--- config.mk ---
export PLATFORM = sky130hd
export DESIGN_NAME = rsa_byte_cipher
export DESIGN_NICKNAME = d
export VERILOG_FILES = /design/src/hdl/rbc_pkg.sv /design/src/hdl/rbc_modmul.sv /design/src/hdl/rsa_byte_cipher.sv
export SDC_FILE = /design/constraint.sdc
export NUM_CORES = 1
export LEC_CHECK = 0
export ABC_AREA = 1
export BUFFER_PORTS_ARGS = -buffer_cell sky130_fd_sc_hd__buf_2
export CAP_MARGIN = 15
export CORE_MARGIN = 3
export CORE_UTILIZATION = 60
export CTS_BUF_LIST = sky130_fd_sc_hd__clkbuf_16
export DETAILED_ROUTE_END_ITERATION = 7
export GPL_ROUTABILITY_DRIVEN = 0
export PLACE_DENSITY_LB_ADDON = 0.3
export SYNTH_ARGS = -nofsm -noshare
export SYNTH_HDL_FRONTEND = slang
export SYNTH_SLANG_ARGS = --single-unit
--- constraint.sdc ---
create_clock -name aclk -period 5.6 [get_ports aclk]
set_input_delay 0.28 -clock aclk [delete_from_list [all_inputs] [get_ports aclk]]
set_output_delay 0.28 -clock aclk [all_outputs]
set_load 0.05 [all_outputs]
--- src/hdl/rbc_pkg.sv ---
// ----------------------------------------------------------------------------
// rbc_pkg: shared types and constants for the per-byte RSA cipher
// Widths, register indexes, the fold step and the multiply unit's interface.
// ----------------------------------------------------------------------------
package rbc_pkg;

    localparam int BYTE_W  = 8;
    localparam int FOLD_W  = 10;
    localparam int REG_W   = 16;
    localparam int MOD_W   = REG_W + 1;   // effective modulus reaches 65536
    localparam int IDX_W   = 2;

    localparam logic [6:0] FOLD_STEP = 7'd126;

    // floor(y / 63) = (y * FOLD_RECIP) >> FOLD_SHIFT, exact for y below 32768
    localparam logic [REG_W-1:0] FOLD_RECIP = 16'd33289;
    localparam int               FOLD_SHIFT = 21;
    localparam int               RECIP_W    = 31;

    localparam logic [IDX_W-1:0] CFG_MODULUS  = 2'd0;
    localparam logic [IDX_W-1:0] CFG_PUB_EXP  = 2'd1;
    localparam logic [IDX_W-1:0] CFG_PRIV_EXP = 2'd2;

    localparam logic [REG_W-1:0] MODULUS_RST = 16'd2;

    typedef enum logic {
        FUNC_ENCRYPT = 1'b0,
        FUNC_DECRYPT = 1'b1
    } func_t;

    // request to the shared multiply-reduce unit: p = (a * b) mod m
    typedef struct packed {
        logic             start;
        logic [REG_W-1:0] a;
        logic [MOD_W-1:0] b;
        logic [MOD_W-1:0] m;
    } mm_req_t;

    typedef struct packed {
        logic             done;
        logic [REG_W-1:0] p;
    } mm_rsp_t;

endpackage

--- src/hdl/rbc_modmul.sv ---
// ----------------------------------------------------------------------------
// rbc_modmul: bit-serial modular multiplier
// Interleaved shift-add: one bit of b per cycle, MSB first, with the running
// value kept below m by a compare-subtract after the double and the add.
// ----------------------------------------------------------------------------
module rbc_modmul
    import rbc_pkg::*;
(
    input  logic    aclk,
    input  logic    aresetn,
    input  mm_req_t req,
    output mm_rsp_t rsp
);

    localparam int CNT_W = $clog2(MOD_W);

    logic             busy_reg, busy_next;
    logic             done_reg, done_next;
    logic [CNT_W-1:0] cnt_reg, cnt_next;
    logic [REG_W-1:0] acc_reg, acc_next;
    logic [REG_W-1:0] a_reg, a_next;
    logic [MOD_W-1:0] b_reg, b_next;
    logic [MOD_W-1:0] m_reg, m_next;

    logic [MOD_W-1:0] dbl, red1, addend, sum, red2;

    always_comb begin
        dbl    = {acc_reg, 1'b0};
        red1   = (dbl >= m_reg) ? dbl - m_reg : dbl;
        addend = b_reg[MOD_W-1] ? {1'b0, a_reg} : '0;
        sum    = red1 + addend;
        red2   = (sum >= m_reg) ? sum - m_reg : sum;
    end

    always_comb begin
        busy_next = busy_reg;
        done_next = 1'b0;
        cnt_next  = cnt_reg;
        acc_next  = acc_reg;
        a_next    = a_reg;
        b_next    = b_reg;
        m_next    = m_reg;
        if (busy_reg) begin
            acc_next = red2[REG_W-1:0];
            b_next   = {b_reg[MOD_W-2:0], 1'b0};
            cnt_next = cnt_reg - 1'b1;
            if (cnt_reg == '0) begin
                busy_next = 1'b0;
                done_next = 1'b1;
            end
        end else if (req.start) begin
            busy_next = 1'b1;
            cnt_next  = CNT_W'(MOD_W - 1);
            acc_next  = '0;
            a_next    = req.a;
            b_next    = req.b;
            m_next    = req.m;
        end
    end

    always_ff @(posedge aclk) begin
        if (!aresetn) begin
            busy_reg <= 1'b0;
            done_reg <= 1'b0;
            cnt_reg  <= '0;
        end else begin
            busy_reg <= busy_next;
            done_reg <= done_next;
            cnt_reg  <= cnt_next;
        end
    end

    always_ff @(posedge aclk) begin
        acc_reg <= acc_next;
        a_reg   <= a_next;
        b_reg   <= b_next;
        m_reg   <= m_next;
    end

    assign rsp.done = done_reg;
    assign rsp.p    = acc_reg;

endmodule

--- src/hdl/rsa_byte_cipher.sv ---
// ----------------------------------------------------------------------------
// rsa_byte_cipher: per-byte toy RSA with fold step
// Modular exponentiation on one shared bit-serial multiply-reduce unit.
// ----------------------------------------------------------------------------
// Usage:
//   Write modulus, public and private exponent through the cfg channel
//   (cfg_index 0..2, cfg_data 16 bits) while the block is idle; cfg_ready
//   is always high, other indexes are ignored. Modulus 0 means 65536.
//   s_ channel: one request = func, data_byte, fold_in. s_ready is high only
//   while no request is in work; one request is worked at a time.
//   m_ channel: result_byte and fold_out, held in an output register until
//   taken, so the next request is accepted while a result still waits.
// Cost: every modular multiplication runs 17 steps on the shared unit.
//   A request costs one reduction of the input, 15 squarings, one multiply
//   per set exponent bit, one pass through the issue state per exponent
//   bit and the fold division when encrypting to a value above 126.
//   s_ready returns in the same cycle as m_valid is set for the result.
// Reset: registers return to modulus 2, exponents 0; no request in work
//   and no result pending. A stalled receiver holds the finished result in
//   the sequencer until the output register frees up.
// ----------------------------------------------------------------------------
module rsa_byte_cipher
    import rbc_pkg::*;
(
    input  logic              aclk,
    input  logic              aresetn,
    input  logic              cfg_valid,
    output logic              cfg_ready,
    input  logic [IDX_W-1:0]  cfg_index,
    input  logic [REG_W-1:0]  cfg_data,
    input  logic              s_valid,
    output logic              s_ready,
    input  logic              s_func,
    input  logic [BYTE_W-1:0] s_data_byte,
    input  logic [FOLD_W-1:0] s_fold_in,
    output logic              m_valid,
    input  logic              m_ready,
    output logic [BYTE_W-1:0] m_result_byte,
    output logic [FOLD_W-1:0] m_fold_out
);

    localparam logic [2:0] S_IDLE = 3'd0;
    localparam logic [2:0] S_BASE = 3'd1;
    localparam logic [2:0] S_ISSUE = 3'd2;
    localparam logic [2:0] S_MUL  = 3'd3;
    localparam logic [2:0] S_SQR  = 3'd4;
    localparam logic [2:0] S_FIN  = 3'd5;
    localparam logic [2:0] S_FOLD = 3'd6;
    localparam logic [2:0] S_DONE = 3'd7;

    localparam int BIT_W = $clog2(REG_W);

    logic [REG_W-1:0] modulus_reg, pub_exp_reg, priv_exp_reg;

    logic [2:0]        state_reg, state_next;
    func_t             func_reg, func_next;
    logic [REG_W-1:0]  exp_reg, exp_next;
    logic [BIT_W-1:0]  bit_reg, bit_next;
    logic [REG_W-1:0]  one_reg, one_next;
    logic [REG_W-1:0]  acc_reg, acc_next;
    logic [REG_W-1:0]  base_reg, base_next;
    logic [REG_W-1:0]  div_x_reg, div_x_next;
    logic [FOLD_W-1:0] quo_reg, quo_next;
    logic [BYTE_W-1:0] res_byte_reg, res_byte_next;
    logic [FOLD_W-1:0] res_fold_reg, res_fold_next;
    logic              m_valid_reg, m_valid_next;
    logic [BYTE_W-1:0] m_byte_reg, m_byte_next;
    logic [FOLD_W-1:0] m_fold_reg, m_fold_next;
    mm_req_t           mm_req_reg, mm_req_next;
    mm_rsp_t           mm_rsp;

    logic [MOD_W-1:0]   t_in;
    logic [RECIP_W-1:0] recip_prod;
    logic [REG_W-1:0]   fold_mul;
    logic               s_accept;

    assign cfg_ready = 1'b1;
    assign s_ready   = (state_reg == S_IDLE);
    assign s_accept  = s_valid && s_ready;
    assign m_valid   = m_valid_reg;
    assign m_result_byte = m_byte_reg;
    assign m_fold_out    = m_fold_reg;

    // rebuilt decrypt input, up to 17 bits
    assign t_in  = MOD_W'(s_data_byte) + MOD_W'(FOLD_STEP) * MOD_W'(s_fold_in);
    // (k - 1) / 126 = ((k - 1) >> 1) / 63
    assign recip_prod = RECIP_W'(div_x_reg[REG_W-1:1]) * RECIP_W'(FOLD_RECIP);
    assign fold_mul   = REG_W'(quo_reg) * REG_W'(FOLD_STEP);

    always_ff @(posedge aclk) begin
        if (!aresetn) begin
            modulus_reg  <= MODULUS_RST;
            pub_exp_reg  <= '0;
            priv_exp_reg <= '0;
        end else if (cfg_valid && cfg_ready) begin
            unique case (cfg_index)
                CFG_MODULUS:  modulus_reg  <= cfg_data;
                CFG_PUB_EXP:  pub_exp_reg  <= cfg_data;
                CFG_PRIV_EXP: priv_exp_reg <= cfg_data;
                default: ;
            endcase
        end
    end

    always_comb begin
        state_next    = state_reg;
        func_next     = func_reg;
        exp_next      = exp_reg;
        bit_next      = bit_reg;
        one_next      = one_reg;
        acc_next      = acc_reg;
        base_next     = base_reg;
        div_x_next    = div_x_reg;
        quo_next      = quo_reg;
        res_byte_next = res_byte_reg;
        res_fold_next = res_fold_reg;
        m_valid_next  = m_valid_reg;
        m_byte_next   = m_byte_reg;
        m_fold_next   = m_fold_reg;
        mm_req_next   = mm_req_reg;
        mm_req_next.start = 1'b0;

        if (m_valid_reg && m_ready) begin
            m_valid_next = 1'b0;
        end

        unique case (state_reg)
            S_IDLE: begin
                if (s_accept) begin
                    func_next = func_t'(s_func);
                    exp_next  = (s_func == FUNC_DECRYPT) ? priv_exp_reg : pub_exp_reg;
                    one_next  = (modulus_reg == REG_W'(1)) ? '0 : REG_W'(1);
                    // reduce the input t (t_in or the data byte): (1 mod m) * t mod m
                    mm_req_next.start = 1'b1;
                    mm_req_next.a = (modulus_reg == REG_W'(1)) ? '0 : REG_W'(1);
                    mm_req_next.b = (s_func == FUNC_DECRYPT) ? t_in : MOD_W'(s_data_byte);
                    mm_req_next.m = (modulus_reg == '0) ? {1'b1, {REG_W{1'b0}}}
                                                        : {1'b0, modulus_reg};
                    state_next = S_BASE;
                end
            end
            S_BASE: begin
                if (mm_rsp.done) begin
                    base_next  = mm_rsp.p;
                    acc_next   = one_reg;
                    bit_next   = '0;
                    state_next = S_ISSUE;
                end
            end
            S_ISSUE: begin
                if (exp_reg[0]) begin
                    mm_req_next.start = 1'b1;
                    mm_req_next.a = acc_reg;
                    mm_req_next.b = MOD_W'(base_reg);
                    state_next = S_MUL;
                end else if (bit_reg == '1) begin
                    state_next = S_FIN;
                end else begin
                    mm_req_next.start = 1'b1;
                    mm_req_next.a = base_reg;
                    mm_req_next.b = MOD_W'(base_reg);
                    state_next = S_SQR;
                end
            end
            S_MUL: begin
                if (mm_rsp.done) begin
                    acc_next = mm_rsp.p;
                    if (bit_reg == '1) begin
                        state_next = S_FIN;
                    end else begin
                        mm_req_next.start = 1'b1;
                        mm_req_next.a = base_reg;
                        mm_req_next.b = MOD_W'(base_reg);
                        state_next = S_SQR;
                    end
                end
            end
            S_SQR: begin
                if (mm_rsp.done) begin
                    base_next  = mm_rsp.p;
                    exp_next   = {1'b0, exp_reg[REG_W-1:1]};
                    bit_next   = bit_reg + 1'b1;
                    state_next = S_ISSUE;
                end
            end
            S_FIN: begin
                if (func_reg == FUNC_ENCRYPT && acc_reg > REG_W'(FOLD_STEP)) begin
                    // fold count = (k - 1) / 126, remainder restored to 1..126
                    div_x_next = acc_reg - 1'b1;
                    quo_next   = '0;
                    bit_next   = '0;
                    state_next = S_FOLD;
                end else begin
                    res_byte_next = acc_reg[BYTE_W-1:0];
                    res_fold_next = '0;
                    state_next    = S_DONE;
                end
            end
            S_FOLD: begin
                if (bit_reg == '0) begin
                    quo_next = recip_prod[RECIP_W-1:FOLD_SHIFT];
                    bit_next = bit_reg + 1'b1;
                end else begin
                    res_byte_next = BYTE_W'(div_x_reg - fold_mul) + 1'b1;
                    res_fold_next = quo_reg;
                    state_next    = S_DONE;
                end
            end
            S_DONE: begin
                // hold until the output register is free
                if (!m_valid_reg || m_ready) begin
                    m_valid_next = 1'b1;
                    m_byte_next  = res_byte_reg;
                    m_fold_next  = res_fold_reg;
                    state_next   = S_IDLE;
                end
            end
            default: state_next = S_IDLE;
        endcase
    end

    always_ff @(posedge aclk) begin
        if (!aresetn) begin
            state_reg   <= S_IDLE;
            m_valid_reg <= 1'b0;
            mm_req_reg  <= '0;
        end else begin
            state_reg   <= state_next;
            m_valid_reg <= m_valid_next;
            mm_req_reg  <= mm_req_next;
        end
    end

    always_ff @(posedge aclk) begin
        func_reg     <= func_next;
        exp_reg      <= exp_next;
        bit_reg      <= bit_next;
        one_reg      <= one_next;
        acc_reg      <= acc_next;
        base_reg     <= base_next;
        div_x_reg    <= div_x_next;
        quo_reg      <= quo_next;
        res_byte_reg <= res_byte_next;
        res_fold_reg <= res_fold_next;
        m_byte_reg   <= m_byte_next;
        m_fold_reg   <= m_fold_next;
    end

    rbc_modmul u_modmul (
        .aclk    (aclk),
        .aresetn (aresetn),
        .req     (mm_req_reg),
        .rsp     (mm_rsp)
    );

endmodule

==> results.json <==
{
  "startpoint": "u_modmul.m_reg[13]$_DFFE_PP_",
  "synth_cells": 2287,
  "max-cap-violations": 0,
  "path_clk_slew_ns": 0.06,
  "core_area_mm2": 0.0316,
  "cp_slowest_cell": "ha_1",
  "power_mw": 13.7,
  "largest_register_ffs": 51,
  "cpMostUsedCell": "nand2_1",
  "synth_edf_count": 181,
  "io_buffers": 61,
  "cp.arrival_ns": 5.75,
  "hold_class": "input port to flip-flop",
  "relSlewSlack": 0.267,
  "drive_above_1_share": 0.0981,
  "synthArstFlopShare": 0,
  "synth.distinct_cells": 61,
  "grt_pass1_wl_um": 77900,
  "clk_latency_ns": 0.57,
  "grt_overflow_total": 0,
  "finalCritPeriodShare": 0.962,
  "hold_viol_final": 0,
  "r2r_start": "u_modmul.m_reg[13]$_DFFE_PP_",
  "power.internal_mw": 6.98,
  "cp.depth": 27,
  "worstPathRequired_ns": 5.96,
  "hold_ws_ns": 0.0207,
  "antenna_cells": 0,
  "grt_pass1_vias": 15700,
  "max_freq_ghz": 0.186,
  "timing.final.max_slew_violations": 0,
  "synth_fp_nets": 2566,
  "io_pins": 63,
  "wl_um": 48300,
  "grt.total_usage": 0.281,
  "startpoint_type": "flip-flop",
  "combPwrFrac": 0.635,
  "wl_per_cell_um": 17.4,
  "ant_nets": 0,
  "root_buffer": "clkbuf_16",
  "avgViaCountPerCell": 5.75,
  "cpPeakStageDelay_ns": 0.38,
  "setup_viol": 0,
  "die_x_um": 185,
  "drt-initial-drc-count": 1243,
  "worst_pin_slew_ns": 1.10,
  "sw_frac_of_total": 0.490,
  "rows": 65,
  "p_leak_nw": 9.79,
  "initial_core_util": 0.610,
  "ys_seq_area_frac": 0.397,
  "cts_tree": "built",
  "endpoint": "u_modmul.acc_reg[11]$_SDFFCE_PN0P_",
  "htree_levels": 1,
  "netlist_area_mm2": 0.0193,
  "p_seq_frac": 0.228,
  "cp_max_fo": 11,
  "period_minus_slack_ns": 5.39,
  "crit_type": "flip-flop to flip-flop",
  "p_per_area_mw_per_mm2": 648,
  "synth_warnings": 0,
  "dieHeight_um": 185,
  "crit_path_end_kind": "flip-flop",
  "cts_sinks": 292,
  "grt_max_degree": 73,
  "area_growth_syn_to_layout_pct": 9.55,
  "dp_hpwl_um": 36300,
  "die_area_mm2": 0.0343,
  "critPathBufInv": 4,
  "tns_ns": 0,
  "power_frac_clock": 0.137,
  "ys_seq_elements": 292,
  "fin_skew_ns": 0.0242,
  "vdd_drop_max_v": 0.000555,
  "cpLargestDelayFamily": "simple AND/OR/NAND/NOR gates",
  "dr.pass1.iters": 7,
  "synth_ff_type": "edfxtp_1",
  "status": "finished, final reports clean",
  "num_vias": 16000,
  "switchingPower_mw": 6.71,
  "clockBufferDepth": 3,
  "ff2ff_path_depth": 27,
  "antenna_found_initial": 0,
  "fin_nets": 2628,
  "drc_errors": 0,
  "r2r_end": "u_modmul.acc_reg[11]$_SDFFCE_PN0P_",
  "cts_buffers": 31,
  "r2r_slack_ns": 0.21,
  "avgSynthCellArea_um2": 8.44
}
==> layer usage <==
| metal | part of all wire | vias up | track usage |
|---|---|---|---|
| li1 | - | 7744 | - |
| met1 | 0.39 | 7421 | 0.335 |
| met2 | 0.49 | 638 | 0.500 |
| met3 | 0.061 | 169 | 0.0385 |
| met4 | 0.052 | 0 | 0.132 |
| met5 | 0 | - | 0 |
==> worst reg2reg max path, stage by stage (launching register included) <==
cell and delay, ns:
edfxtp_1 0.34, inv_1 0.10, ha_1 0.37, nand2_1 0.17
nor2_2 0.21, nand2_1 0.14, nor3_2 0.23, a221oi_4 0.11
nand2_4 0.15, inv_2 0.12, nand2_1 0.08, o21ai_1 0.07
ha_1 0.38, nand2_1 0.10, o21ai_0 0.30, a21o_1 0.19
nand3_1 0.11, nand2_1 0.11, xor2_1 0.16, inv_1 0.08
ha_1 0.33, nand2_1 0.15, nor4_4 0.33, nand4_1 0.19
nand4_4 0.17, buf_12 0.12, o21ai_0 0.08, a31oi_2 0.27
==> worst min path at each step <==
stage	cells after the start	end	start	slack, ns
2_1_floorplan	0	func_reg$_DFFE_PP_	s_func	0.38
3_3_place_gp	0	m_fold_out[1]$_DFFE_PP_	res_fold_reg[1]$_SDFFCE_PN0P_	0.40
3_5_place_dp	0	m_fold_out[5]$_DFFE_PP_	res_fold_reg[5]$_SDFFCE_PN0P_	0.40
4_1_cts	3	modulus_reg[15]$_SDFFE_PN0P_	cfg_data[15]	0.002
5_1_grt	3	pub_exp_reg[11]$_SDFFE_PN0P_	cfg_data[11]	0.04
6_report	3	modulus_reg[14]$_SDFFE_PN0P_	cfg_data[14]	0.02
==> stage by stage <==
stage          std cells  setup slack [ns]   util  cell area (um2)
5_1_grt             2776           -0.0265  0.668            21100
4_1_cts             2765             0.241  0.661            20900
2_1_floorplan       2287              1.10      -            19300
6_report            2776             0.214  0.668            21100
3_3_place_gp        2702             0.471  0.630            19900
3_5_place_dp        2702             0.317  0.630            19900
==> final cells by class <==
cell class                 count  area (um2)
clock buffer                  31         776
clock inverter                27         153
fill                        2527       10500
inverter                     369        1390
multi-input combinational   1565       10100
sequential                   292        7660
tap                          402         503
timing repair buffer          90         572
==> power by group through the flow <==
stage,clock (mW),sequential [mW],combinational [mW]
final,1.88,3.12,8.69
after global routing,1.98,3.16,9.65
after CTS,1.90,3.11,8.07
after detailed placement,0,3.15,7.99
after global placement,0,3.13,7.78
after floorplan,0,3.03,6.28
==> cell families after synthesis <==
family,count (synthesis),synth area share
XOR/XNOR,74,0.0336
AND/OR/NAND/NOR,821,0.182
flip-flops,292,0.397
AO/OA/AOI/OAI,431,0.129
adder cells (fa/ha/maj),237,0.172
buffers and inverters,430,0.0857
other,1,0.000194
multiplexers,1,0.000519
==> cell usage after synthesis, types with 7 or more instances <==
master    number  share of area
xnor2_1       22          0.010
edfxtp_1     181           0.28
nor3_1        24         0.0062
a21oi_1      146          0.038
nor2_1       227          0.044
a21o_1        14         0.0054
o211ai_1      14         0.0054
nand2_1      412          0.080
xor2_1        52          0.024
nand3_1       64          0.017
buf_1          7         0.0014
o22ai_1       15         0.0049
a22o_1         7         0.0032
inv_2         18         0.0035
inv_1        350          0.068
dfxtp_1      111           0.12
or2_2         16         0.0052
o21ai_0      148          0.038
nand2_2       18         0.0058
ha_1         189           0.12
nand4_1       25         0.0081
o21ai_1       14         0.0036
buf_2         11         0.0029
clkbuf_1      37         0.0072
a31oi_1       22         0.0071
fa_1          48          0.050
==> cells in the final DEF (no fill, tap or decap), drive strengths merged, types with 52 or more instances in the layout <==
cell type  Yosys  routed
dfxtp        111     111
nor2         237     237
a21oi        147     147
buf           24      85
ha           189     189
nand3         69      69
edfxtp       181     181
nand2        430     430
inv          368     375
o21ai        164     164
xor2          52      52
==> timing repair <==
item	CTS	global route
setup endpoints to repair	0	16
endpoints found under the hold margin	6	0
buffers inserted	0	9
hold buffers	5	0
resized for setup	0	20
Power figures use the tool's default switching activity.
